## config.mk

```make
export PLATFORM = sky130hd
export DESIGN_NAME = imu_cal_scale
export DESIGN_NICKNAME = d
export VERILOG_FILES = /design/src/hw/rtl/imu_cal_pkg.sv /design/src/hw/rtl/imu_cal_scale.sv
export SDC_FILE = /design/constraint.sdc
export NUM_CORES = 2
export LEC_CHECK = 0
export ABC_AREA = 1
export BUFFER_PORTS_ARGS = -buffer_cell sky130_fd_sc_hd__buf_2
export CORE_MARGIN = 1
export CORE_UTILIZATION = 65
export CTS_CLUSTER_DIAMETER = 60
export DETAILED_ROUTE_END_ITERATION = 16
export PLACE_DENSITY = 0.87
export SLEW_MARGIN = 30
export SYNTH_ARGS = -nofsm -noshare
export SYNTH_HDL_FRONTEND = slang
export SYNTH_SLANG_ARGS = --single-unit
```

## constraint.sdc

```tcl
create_clock -name i_clk -period 9.5 [get_ports i_clk]
set_input_delay 0.475 -clock i_clk [delete_from_list [all_inputs] [get_ports i_clk]]
set_output_delay 0.475 -clock i_clk [all_outputs]
set_load 0.005 [all_outputs]
```

## src/hw/rtl/imu_cal_pkg.sv

```systemverilog
// shared types, constants and codes for the imu bias calibration and scaling block
package imu_cal_pkg;

    // fixed formats
    localparam int RAW_W              = 16;
    localparam int SCALE_W            = 24;
    localparam int COUNT_W            = 16;
    localparam int SUM_W              = 32;
    localparam int OUT_W              = 32;
    localparam int SCALE_FRAC         = 24;
    localparam int OUT_FRAC           = 16;
    localparam int BIAS_FRAC_BITS_DEF = 8;

    // result lanes of the shared multiplier
    localparam int N_AXES  = 3;
    localparam int N_LANES = 6;
    localparam int LANE_W  = 3;
    localparam logic [LANE_W-1:0] LANE_GX = 3'd0;
    localparam logic [LANE_W-1:0] LANE_GY = 3'd1;
    localparam logic [LANE_W-1:0] LANE_GZ = 3'd2;
    localparam logic [LANE_W-1:0] LANE_AX = 3'd3;
    localparam logic [LANE_W-1:0] LANE_AY = 3'd4;
    localparam logic [LANE_W-1:0] LANE_AZ = 3'd5;

    // opcodes
    localparam logic [1:0] OP_MEASURE    = 2'd0;
    localparam logic [1:0] OP_CAL_START  = 2'd1;
    localparam logic [1:0] OP_CAL_SAMPLE = 2'd2;

    // status codes
    localparam logic [1:0] ST_OK          = 2'd0;
    localparam logic [1:0] ST_READ_FAIL   = 2'd1;
    localparam logic [1:0] ST_CALIBRATING = 2'd2;
    localparam logic [1:0] ST_CAL_DONE    = 2'd3;

    // configuration register indexes and reset values
    localparam logic [1:0] REG_GYRO_SCALE  = 2'd0;
    localparam logic [1:0] REG_ACCEL_SCALE = 2'd1;
    localparam logic [1:0] REG_CAL_SAMPLES = 2'd2;
    localparam logic [SCALE_W-1:0] GYRO_SCALE_RST  = 24'd1023000;
    localparam logic [SCALE_W-1:0] ACCEL_SCALE_RST = 24'd4096;
    localparam logic [COUNT_W-1:0] CAL_SAMPLES_RST = 16'd200;

    // input request
    typedef struct packed {
        logic [1:0]              opcode;
        logic                    read_ok;
        logic signed [RAW_W-1:0] gyro_x_raw;
        logic signed [RAW_W-1:0] gyro_y_raw;
        logic signed [RAW_W-1:0] gyro_z_raw;
        logic signed [RAW_W-1:0] accel_x_raw;
        logic signed [RAW_W-1:0] accel_y_raw;
        logic signed [RAW_W-1:0] accel_z_raw;
    } t_in_item;

    // result request
    typedef struct packed {
        logic [1:0]              status;
        logic signed [OUT_W-1:0] gyro_x_out;
        logic signed [OUT_W-1:0] gyro_y_out;
        logic signed [OUT_W-1:0] gyro_z_out;
        logic signed [OUT_W-1:0] accel_x_out;
        logic signed [OUT_W-1:0] accel_y_out;
        logic signed [OUT_W-1:0] accel_z_out;
    } t_out_item;

    // control tag that travels with an operand pair through the multiplier
    typedef struct packed {
        logic              valid;
        logic              gyro;
        logic [LANE_W-1:0] lane;
    } t_mul_tag;

endpackage

```

## src/hw/rtl/imu_cal_scale.sv

```systemverilog
// shared multiplier with round-to-nearest shift and saturation to q16.16
module imu_cal_scale
    #(
    parameter int BIAS_FRAC_BITS = 8
) (
    input  logic                             i_clk,
    input  logic                             i_rst_n,
    input  imu_cal_pkg::t_mul_tag            i_tag,
    input  logic signed [BIAS_FRAC_BITS+17:0] i_a,
    input  logic [imu_cal_pkg::SCALE_W-1:0]  i_b,
    output imu_cal_pkg::t_mul_tag            o_tag,
    output logic signed [imu_cal_pkg::OUT_W-1:0] o_value
);
    import imu_cal_pkg::*;

    localparam int AW = BIAS_FRAC_BITS + 18;
    localparam int PW = AW + SCALE_W + 1;
    localparam int SH_ACCEL = SCALE_FRAC - OUT_FRAC;
    localparam int SH_GYRO  = SCALE_FRAC - OUT_FRAC + BIAS_FRAC_BITS;
    localparam logic signed [PW-1:0] HALF_ACCEL = PW'(1) << (SH_ACCEL - 1);
    localparam logic signed [PW-1:0] HALF_GYRO  = PW'(1) << (SH_GYRO - 1);
    localparam logic signed [PW-1:0] SAT_MAX = {{(PW-31){1'b0}}, {31{1'b1}}};
    localparam logic signed [PW-1:0] SAT_MIN = {{(PW-31){1'b1}}, {31{1'b0}}};

    t_mul_tag                r_tag1;
    t_mul_tag                r_tag2;
    logic signed [PW-1:0]    r_prod;
    logic signed [OUT_W-1:0] r_value;

    logic signed [PW-1:0]    n_prod;
    logic signed [PW-1:0]    rounded;
    logic signed [PW-1:0]    shifted;
    logic signed [OUT_W-1:0] n_value;

    // signed operand times unsigned scale
    assign n_prod = PW'(i_a) * $signed({{(PW-SCALE_W){1'b0}}, i_b});

    // round half up, drop fraction bits, clamp to 32 bits
    always_comb begin
        rounded = r_prod + (r_tag1.gyro ? HALF_GYRO : HALF_ACCEL);
        shifted = r_tag1.gyro ? (rounded >>> SH_GYRO) : (rounded >>> SH_ACCEL);
        if (shifted > SAT_MAX) begin
            n_value = SAT_MAX[OUT_W-1:0];
        end else if (shifted < SAT_MIN) begin
            n_value = SAT_MIN[OUT_W-1:0];
        end else begin
            n_value = shifted[OUT_W-1:0];
        end
    end

    // tag pipeline
    always_ff @(posedge i_clk) begin
        if (!i_rst_n) begin
            r_tag1 <= '0;
            r_tag2 <= '0;
        end else begin
            r_tag1 <= i_tag;
            r_tag2 <= r_tag1;
        end
    end

    // product and result registers
    always_ff @(posedge i_clk) begin
        r_prod  <= n_prod;
        r_value <= n_value;
    end

    assign o_tag   = r_tag2;
    assign o_value = r_value;

endmodule

```

==> impl_metrics.yaml <==
detailed_routing:
  vias_per_cell: 5.30
  dr.first_iter.drc_count: 1976
  routedWlPerCell_um: 17.2
  wirelength_mm: 73.4
  ant_nets: 0
  remaining_drc_errors: 0
  vias: 22667
  first_pass_iters: 6
synthesis:
  syn_area_per_cell_um2: 7.61
  yosysWarnings: 0
  syn_area_um2: 28300
  synthTopCellsByCount: "1196 x inv_1, 960 x nand2_1, 654 x fa_1, 147 x nor2_1, 143 x ha_1"
  synth_top_area_share_pct: 46.3
  synth_edf_count: 0
  ys_seq_elements: 86
  ys.flop_type: "dfxtp_1"
  synth_cell_type_count: 47
  synthArstFlopShare_pct: 0
  synth_top_area_cell: "fa_1"
  synthCells: 3716
  synth_seq_area_share_pct: 6.09
  syn_nets: 4570
  synthTopCellsByArea: "fa_1 46%, inv_1 16%, nand2_1 13%"
  post-synth-top-count-cell: "inv_1"
global_route:
  antenna_found_initial: 2
  grt_max_degree: 49
  grt_pass1_vias: 24865
  gr-total-overflow: 0
  use_met1_pct: 43.7
  top_usage_layer: "met2"
  met2_usage_pct: 60.4
  met3_usage_pct: 6.93
  grt_util_all_layers_pct: 35.5
  grt_pass1_wl_mm: 123
setup_path:
  worst_ep_arrival_time_ns: 7.69
  crit_path_max_incr_delay_ns: 0.78
  crit_path_top_delay_cell: "fa_1"
  end_kind: "flip-flop"
  cp-startpoint: "i_b[4]"
  critical_path_class: "primary input to flip-flop"
  r2r_slack_ns: 5.94
  rr_startpoint: "r_tag1[3]$_SDFF_PN0_"
  start_kind: "primary input"
  cp.required_ns: 9.72
  path_cells: "buf_2 -> nand2_1 -> fa_1 -> inv_1 -> fa_1 -> inv_1 -> fa_1 -> inv_1 -> fa_1 -> fa_1 -> fa_1 -> inv_1 -> fa_1 -> inv_1 -> ha_1 -> a21oi_1 -> o21a_1 -> a21boi_0 -> nor2_1 -> nor3_1 -> o211ai_1 -> xor2_1"
  crit_path_max_fanout: 26
  crit_top_cell: "fa_1"
clock_tree:
  clock-sinks: 86
  cts_buffers: 9
  clk_pin_slew_worst_paths_ns: 0.06
  root_buffer: "clkbuf_16"
  holdBufCountCts: 0
  cts_tree: "done"
  cts-resized-gates: 0
  clk_path_buf_depth: 2
  post_cts_buffers: 0
  worstSkewPairLatency_ns: 0.34
  cts.htree.levels: 3
placement:
  place.gp.congestion: 1.00
  dpl_cell_area_um2: 28900
  hpwl_mm: 60.4
  placement.io_buffers: 93
  place_inst: 4256
finish:
  instances_no_fill: 4274
  drive_gt1_share_pct: 3.82
  fin_util_pct: 68.0
  nFillCells: 3507
  nets: 4536
  final_cell_area_um2: 29200
  syn2layout_area_growth_pct: 3.36
run:
  cap_violations: 0
timing:
  tightest_slew_ns: 0.834
  fmax_mhz: 134
  min_period_ns: 7.46
  fin_setup_tns_ns: 0
  skew_ns: 0.00640
  drv_slew: 0
  rsz0062_at_grt: "false"
  period_share_pct: 78.6
  finalHoldViolCount: 0
  setup_viol: 0
  relSlewSlack_pct: 44.4
die:
  start_util_pct: 65.8
  io_pins: 94
  die_w_um: 211
  core.rowCount: 76
  die_area_um2: 44300
  coreArea_um2: 43000
  die_h_um: 211
hold_path:
  timing.hold.worst.start: "i_tag[1]"
  hold_class: "primary input to flip-flop"
run_status:
  status: "finished, final reports clean"
final timing paths:
check,endpoint,depth (start not counted)
setup / recovery,r_prod[48]$_DFF_P_,22
hold / removal,r_tag1[1]$_SDFF_PN0_,3
hold reg to reg,o_tag[2]$_SDFF_PN0_,2
setup reg to reg,o_value[22]$_SDFF_PN1_,17
logic make-up (layout without fill, tap and decap cells):
logic type	Yosys count	after routing	synth area share (%)
buf+inv	1338	1309	18.0
simple gates	1239	1239	17.4
fa+ha+maj	797	797	52.7
compound gates	179	179	3.53
flops	86	86	6.09
xor+xnor	75	75	2.32
mux	2	2	0.0708
other cells	0	2	0
critical path, delay by kind of cell:
kind,cells,cell delay [ns]
XOR/XNOR,1,0.18
AND/OR/NAND/NOR,3,0.54
buffers and inverters,6,1.28
adder cells (fa/ha/maj),8,4.33
AO/OA/AOI/OAI,4,0.86
state kept, by name (all words and copies together) (netlist names):
signal / cells
o_tag: 5
r_tag1: 5
r_prod: 44
o_value: 32
cell usage in the layout (no fill, tap or decap), drive strengths merged, types with 69 or more instances in the layout:
master / Yosys / routed
nand3: 72 / 72
inv: 1198 / 1199
buf: 11 / 95
fa: 654 / 654
a21oi: 75 / 75
nor2: 155 / 155
o21ai: 69 / 69
nand2: 969 / 969
dfxtp: 86 / 86
ha: 143 / 143
per-stage QoR:
step,setup WS [ns],hold slack (ns)
after floorplan,2.75,0.390
after global placement,2.22,0.392
after detailed placement,1.84,0.402
after CTS,2.16,0.308
after global routing,1.74,0.321
final,2.04,0.315
routing by layer:
metal / vias up / part of all wire (%)
met5: - / 0
met4: 0 / 5.1
met3: 301 / 9.3
met2: 1125 / 48
met1: 10985 / 37
li1: 10256 / -
final cells by class:
type                            instances  area (um2)  share of cell area (%)
Multi-Input combinational cell       2292       21500                    73.5
Inverter                             1198        4500                    15.4
Sequential cell                        86        1720                    5.89
Tap cell                              585         732                    2.51
Timing Repair Buffer                   95         480                    1.64
Clock buffer                           10         239                   0.818
Clock inverter                          6        68.8                   0.236
Antenna cell                            2        5.00                  0.0171
Power is not shown: default switching activity piles up to over one toggle a cycle in this logic, so the estimate is an artifact.
