$ cat src/hw/rtl/imu_cal_div.sv
// bit-serial restoring divider, one quotient bit per cycle
module imu_cal_div #(
    parameter int DW = 40,
    parameter int VW = 16
) (
    input  logic          i_clk,
    input  logic          i_rst_n,
    input  logic          i_start,
    input  logic [DW-1:0] i_dividend,
    input  logic [VW-1:0] i_divisor,
    output logic          o_done,
    output logic [DW-1:0] o_quotient
);
    localparam int CW = $clog2(DW + 1);

    logic          r_busy;
    logic          r_done;
    logic [CW-1:0] r_cnt;
    logic [DW-1:0] r_quo;
    logic [VW-1:0] r_rem;
    logic [VW-1:0] r_div;

    logic [VW:0]   rem_sh;
    logic          fits;
    logic [VW-1:0] n_rem;

    // one trial subtraction
    always_comb begin
        rem_sh = {r_rem, r_quo[DW-1]};
        fits   = rem_sh >= {1'b0, r_div};
        n_rem  = fits ? VW'(rem_sh - {1'b0, r_div}) : VW'(rem_sh);
    end

    // control
    always_ff @(posedge i_clk) begin
        if (!i_rst_n) begin
            r_busy <= 1'b0;
            r_done <= 1'b0;
            r_cnt  <= '0;
        end else begin
            r_done <= 1'b0;
            if (i_start) begin
                r_busy <= 1'b1;
                r_cnt  <= CW'(DW);
            end else if (r_busy) begin
                r_cnt <= r_cnt - 1'b1;
                if (r_cnt == CW'(1)) begin
                    r_busy <= 1'b0;
                    r_done <= 1'b1;
                end
            end
        end
    end

    // datapath
    always_ff @(posedge i_clk) begin
        if (i_start) begin
            r_quo <= i_dividend;
            r_rem <= '0;
            r_div <= i_divisor;
        end else if (r_busy) begin
            r_quo <= {r_quo[DW-2:0], fits};
            r_rem <= n_rem;
        end
    end

    assign o_done     = r_done;
    assign o_quotient = r_quo;

endmodule

$ cat config.mk
export PLATFORM = sky130hd
export DESIGN_NAME = imu_cal_div
export DESIGN_NICKNAME = d
export VERILOG_FILES = /design/src/hw/rtl/imu_cal_div.sv
export SDC_FILE = /design/constraint.sdc
export NUM_CORES = 1
export LEC_CHECK = 0
export BUFFER_PORTS_ARGS = -buffer_cell sky130_fd_sc_hd__buf_2
export CORE_AREA = 10 10 104 106
export DETAILED_ROUTE_END_ITERATION = 10
export DIE_AREA = 0 0 114 116
export PLACE_DENSITY = 0.75
export SLEW_MARGIN = 25
export SYNTH_ARGS = -nofsm -noshare
export SYNTH_HDL_FRONTEND = slang
export SYNTH_SLANG_ARGS = --single-unit
$ cat constraint.sdc
create_clock -name i_clk -period 2.1 [get_ports i_clk]
set_clock_uncertainty 0.2 [all_clocks]
set_input_delay 0.105 -clock i_clk [delete_from_list [all_inputs] [get_ports i_clk]]
set_output_delay 0.105 -clock i_clk [all_outputs]
set_load 0.02 [all_outputs]
==> flow_summary.ini, run 1 <==
[outcome]
status = finished, violations left
violations = setup timing

[critical_path]
rr_startpoint = r_div[1]$_DFFE_PP_
reg2reg_slack_ns = -0.16
crit_type = reg -> reg
startpoint_type = flip-flop
critPathMaxFanout = 4
crit_required_ns = 2.18
max_stage_delay_ns = 0.38
slowest_stage = edfxtp_1
critPathArrivalTime_ns = 2.34
endpoint_kind = flip-flop
cp_cell_sequence = inv_2, ha_4, nand2b_4, a211oi_4, o31ai_2, a21oi_2, buf_4, mux2_4, a211oi_2
reg2reg_depth = 9
r2r_end = r_rem[0]$_SDFFE_PP0P_

[worst_hold_path]
worstHoldEndpoint = r_rem[15]$_SDFFE_PP0P_
min_path_type = in -> reg
hold_path_depth = 3
holdCritStartpoint = i_start

[synthesis]
synth_seq_cells = 80
synth_cell_types = 45
syn_nets = 438
yosysSeqAreaShare = 0.524
synth_area_mm2 = 0.00412
synth_top_family_by_area = multiplexers
synth_edf_count = 56
synth_cells = 360
synth-simple-area-share = 0.111
synth_adder_area_share = 0.0595
avgSynthCellArea_um2 = 11.5
synth_mux_area_frac = 0.136
synth_flop_cell = edfxtp_1
async_reset_ff_frac = 0
synth_compound_area_frac = 0.101
synth_xor_area_frac = 0.0319
ys_warn_count = 0

[detailed_routing]
drc = 0
wl_per_cell_um = 17.3
ant_nets = 0
wirelength_um = 12000
vias = 3654
via_per_inst = 5.28
firstDrtPassIters = 5
drt_iter0_markers = 122

[clock_network]
h-tree-depth = 3
numCtsBuffers = 9
cts_sinks = 80
path_clk_slew_ns = 0.09
cts_tree = built
clock_path_buffers = 2
clock_latency_ns = 0.36
cts_root_buffer = clkbuf_8

[finish]
drive_gt1_frac = 0.455
final_util = 0.732
antenna_cells = 0
regArea_mm2 = 0.00216
area_growth_pct = 54.2
nets = 657
final_cell_mix = buf_2, dlygate4sd3_1, buf_4, edfxtp_1, mux2_2
multi_input_area_mm2 = 0.00217
fillers = 598
mostFrequentLayoutCell = buf_2

[sta]
setup_slack_ns = -0.159
drv_slew = 0
rsz0062_at_grt = true
min_period_ns = 2.26
fin_setup_tns_ns = -1.60
fmax_mhz = 443
period_share = 1.08
tightest_slew_ns = 0.475
maxSlewHeadroom = 0.682
setup_viol = 16
holdWs_ns = 0.0672
hold_viol = 0

[floorplan]
die_area_mm2 = 0.0132
die_y_um = 116
core_mm2 = 0.00868
start_util = 0.475
ios = 100
fp.dieW_um = 114
std_cell_rows = 34

[grt]
antenna_found_initial = 0
grt_max_degree = 46
grt_pass1_wl_um = 19600
grt_pass1_vias = 4054
grt_overflow = 0
grt.total_usage = 0.182

[placed_design]
post-dp-hpwl_um = 7900
place_congestion = 0.839
io_buffers = 99

[power]
cellPowerDensity_mw_per_mm2 = 679
p_leak_uw = 0.00267
ir_worst_vdd_uv = 451

[run]
max-cap-violations = 0
-- metal layers --
layer	track usage	part of all wire	routed length (um)
met3	0.0749	0.082	986
met4	0.0886	0.030	365
met1	0.185	0.37	4490
met2	0.317	0.51	6150
met5	0	0	0
-- how the worst max path moves through the flow --
| stage | startpoint | to | cells after the start |
|---|---|---|---|
| CTS | r_div[0]$_DFFE_PP_ | r_rem[14]$_SDFFE_PP0P_ | 8 |
| detailed placement | r_div[11]$_DFFE_PP_ | r_rem[0]$_SDFFE_PP0P_ | 9 |
| floorplan | o_quotient[39]$_DFFE_PP_ | r_rem[2]$_SDFFE_PP0P_ | 9 |
| finish | r_div[1]$_DFFE_PP_ | r_rem[0]$_SDFFE_PP0P_ | 9 |
| global route | r_div[10]$_DFFE_PP_ | r_rem[0]$_SDFFE_PP0P_ | 10 |
| global placement | r_div[0]$_DFFE_PP_ | r_rem[14]$_SDFFE_PP0P_ | 8 |
-- cells by family (layout without fill, tap and decap cells) --
kind of cell | count (synthesis) | after routing
xor+xnor | 15 | 15
simple gates | 97 | 97
compound gates | 62 | 62
mux | 51 | 51
buf+inv | 36 | 260
fa+ha+maj | 19 | 19
flops | 80 | 80
-- area by class of cell --
class | count | share of cell area
Multi-Input combinational cell | 244 | 0.342
Sequential cell | 80 | 0.340
Timing Repair Buffer | 220 | 0.251
Tap cell | 108 | 0.0213
Clock buffer | 9 | 0.0195
Inverter | 24 | 0.0142
Clock inverter | 7 | 0.0124
-- repair_timing --
action / 4_1_cts / 5_1_grt
endpoints found under the setup margin: 17 / 17
hold endpoints to repair: 69 / 0
buffers inserted: 4 / 5
resized for setup: 14 / 19
hold buffers: 58 / 0
pin swaps: 12 / 14
-- worst max-delay path, delay by kind of cell (launching register included) --
| kind | cells | cell delay [ns] |
|---|---|---|
| buffers and inverters | 2 | 0.21 |
| and+or+nand+nor | 1 | 0.07 |
| muxes | 1 | 0.29 |
| AOI/OAI and AO/OA | 4 | 0.76 |
| DFF | 1 | 0.38 |
| adders and majority gates | 1 | 0.28 |
-- metrics by stage --
step | total power, uW | cell area (um^2) | setup WS [ns] | instances
2_1_floorplan | 2580 | 4300 | -0.116 | 360
3_3_place_gp | 2930 | 5320 | -0.130 | 609
3_5_place_dp | 2960 | 5320 | -0.203 | 609
4_1_cts | 4270 | 6240 | -0.159 | 687
5_1_grt | 4520 | 6360 | -0.267 | 692
6_report | 4320 | 6360 | -0.159 | 692
-- state kept, by name, indices dropped and copies added (netlist names) --
name,count
r_cnt,6
o_quotient,40
r_busy,1
r_div,16
r_rem,16
o_done,1
-- power breakdown --
| group | switching [uW] | internal (uW) | total, uW |
|---|---|---|---|
| clock network | 621 | 559 | 1180 |
| registers | 82.2 | 1850 | 1930 |
| logic | 604 | 603 | 1210 |
| total | 1310 | 3010 | 4320 |
-- synthesized netlist by cell type (all sizes together) (3+ instances only) --
master | count | share of area
o21ai | 12 | 0.015
xor2 | 3 | 0.0064
nor2 | 33 | 0.030
a21oi | 18 | 0.025
nand2b | 6 | 0.0091
mux2 | 41 | 0.11
mux2i | 10 | 0.024
nand2 | 26 | 0.024
a211oi | 11 | 0.021
nor3 | 7 | 0.0085
nor4 | 5 | 0.0091
nand4 | 4 | 0.0076
and3 | 4 | 0.0061
or3 | 3 | 0.0046
clkbuf | 10 | 0.0091
nand3 | 5 | 0.0061
ha | 18 | 0.055
a21o | 4 | 0.0073
inv | 24 | 0.022
dfxtp | 24 | 0.12
xnor2 | 12 | 0.025
edfxtp | 56 | 0.41
Note: power is estimated with default switching activity, not from simulation.
==> inputs of run 2 (changes only) <==
--- a/constraint.sdc
+++ b/constraint.sdc
@@ -3,3 +3,3 @@
 set_input_delay 0.105 -clock i_clk [delete_from_list [all_inputs] [get_ports i_clk]]
 set_output_delay 0.105 -clock i_clk [all_outputs]
-set_load 0.02 [all_outputs]
+set_load 0.005 [all_outputs]
==> run 2 against run 1 <==
Effect of this change:
- the run still ends with setup timing left
- via count rose by 4.7%
- total power is 7.0% higher
- first-iteration DRC count rose by 75%
- combinational power is 3% lower
- critical path depth unchanged
- largest cell class unchanged
- worst setup slack lost 0.095 ns
- register-to-register slack worse by 0.09 ns
- count of clock-buffer cells in the layout unchanged
==> flow_summary.ini, run 2 (same netlist as run 1, synthesis figures left out) <==
[placed_design]
place_congestion = 0.914
pre_cts_slack_ns = -0.260
io_buffers = 99
post-dp-hpwl_um = 8190

[sta]
min_period_ns = 2.35
drv_slew = 0
period_share = 1.12
fmax_mhz = 425
hold_viol = 0
tightest_slew_ns = 0.501
setup_viol = 17
setup_slack_ns = -0.254
holdWs_ns = 0.0510
rsz0062_at_grt = true
maxSlewHeadroom = 0.662
fin_setup_tns_ns = -2.86

[clock_network]
path_clk_slew_ns = 0.11
clock_latency_ns = 0.37
clock_path_buffers = 2
cts_root_buffer = clkbuf_8
h-tree-depth = 3
cts_sinks = 80
cts_tree = built
numCtsBuffers = 9

[detailed_routing]
wl_per_cell_um = 19.5
wirelength_um = 13700
vias = 3826
via_per_inst = 5.44
drc = 0
firstDrtPassIters = 5
ant_nets = 0
drt_iter0_markers = 214

[critical_path]
crit_required_ns = 2.15
endpoint = r_rem[14]$_SDFFE_PP0P_
reg2reg_slack_ns = -0.25
crit_type = reg -> reg
r2r_end = r_rem[14]$_SDFFE_PP0P_
reg2reg_depth = 9
endpoint_kind = flip-flop
startpoint_type = flip-flop
crit_path_start = o_quotient[39]$_DFFE_PP_
critPathArrivalTime_ns = 2.41
critPathMaxFanout = 4
rr_startpoint = o_quotient[39]$_DFFE_PP_

[finish]
fillers = 545
largest_register_ffs = 40
final_util = 0.755
area_growth_pct = 59.0
antenna_cells = 0
drive_gt1_frac = 0.469
final_cell_mix = buf_2, buf_4, dlygate4sd3_1, edfxtp_1, mux2_2
nets = 668
mostFrequentLayoutCell = buf_2

[grt]
antenna_found_initial = 0
grt.total_usage = 0.195
grt_pass1_wl_um = 20700
grt_pass1_vias = 4072
grt_overflow = 0
grt_max_degree = 41

[floorplan]
std_cell_rows = 34
fp.dieW_um = 114
start_util = 0.475
die_area_mm2 = 0.0132
die_y_um = 116
ios = 100
core_mm2 = 0.00868

[power]
clkPwrFrac = 0.328
p_int_uw = 3290
p_leak_uw = 0.00277
sw_frac_of_total = 0.288
power_frac_comb = 0.253
seqPwrFrac = 0.419
cellPowerDensity_mw_per_mm2 = 705
ir_worst_vdd_uv = 591
power_switching_uw = 1330

[worst_hold_path]
holdCritStartpoint = i_start
min_path_type = in -> reg

[run]
max-cap-violations = 0

[outcome]
status = finished, violations left
violations = setup timing
[run 2: what timing repair did]
| item | 4_1_cts | 5_1_grt |
|---|---|---|
| buffers inserted | 11 | 11 |
| setup endpoints to repair | 17 | 17 |
| gates cloned | 0 | 1 |
| hold buffers | 57 | 0 |
| pin swaps | 13 | 16 |
| hold endpoints to repair | 64 | 0 |
| gates resized for setup | 14 | 19 |
[run 2: through the flow]
| step | power [uW] | std cells | area (um^2) |
|---|---|---|---|
| global placement | 2840 | 607 | 5340 |
| global route | 4790 | 703 | 6560 |
| CTS | 4490 | 691 | 6330 |
| detailed placement | 2870 | 607 | 5340 |
| floorplan | 2500 | 360 | 4360 |
| finish | 4620 | 703 | 6560 |
[run 2: area by class of cell]
| cell class | count | area, um^2 | area share |
|---|---|---|---|
| clock buffers | 9 | 124 | 0.0189 |
| clock inverters | 7 | 133 | 0.0202 |
| multi-input cells | 244 | 2210 | 0.338 |
| repair buffers | 231 | 1700 | 0.259 |
| flip-flops and latches | 80 | 2160 | 0.330 |
| well taps | 108 | 135 | 0.0206 |
| inverters | 24 | 90.1 | 0.0137 |
[run 2: metal layers]
| metal | track usage | share of wire | vias to the layer above |
|---|---|---|---|
| li1 | - | - | 1776 |
| met5 | 0 | 0 | - |
| met1 | 0.209 | 0.37 | 1840 |
| met2 | 0.344 | 0.52 | 175 |
| met4 | 0.0785 | 0.026 | 0 |
| met3 | 0.0687 | 0.085 | 35 |
[run 2: power by group through the flow]
stage               registers [uW]  logic, uW  clock network, uW
floorplan                     1960        541                  0
global placement              1950        894                  0
detailed placement            1950        918                  0
CTS                           1920       1060               1510
global route                  1950       1260               1580
finish                        1940       1170               1510
[run 2: worst min-delay path by stage]
stage                                   to  slack (ns)  cells after the start
floorplan               r_div[0]$_DFFE_PP_       0.004                      0
global placement        r_div[4]$_DFFE_PP_        0.08                      1
detailed placement      r_div[9]$_DFFE_PP_        0.08                      1
CTS                 r_rem[13]$_SDFFE_PP0P_        0.02                      4
global route        r_rem[15]$_SDFFE_PP0P_        0.07                      4
finish              r_rem[15]$_SDFFE_PP0P_        0.05                      4
[run 2: worst max-delay path, stage by stage (launching register included)]
cell	delay, ns
edfxtp_1	0.39
inv_2	0.07
ha_4	0.17
fa_2	0.37
nand2b_4	0.16
a21oi_4	0.19
o21ai_4	0.11
a221oi_2	0.28
xnor2_1	0.18
o21ai_1	0.11
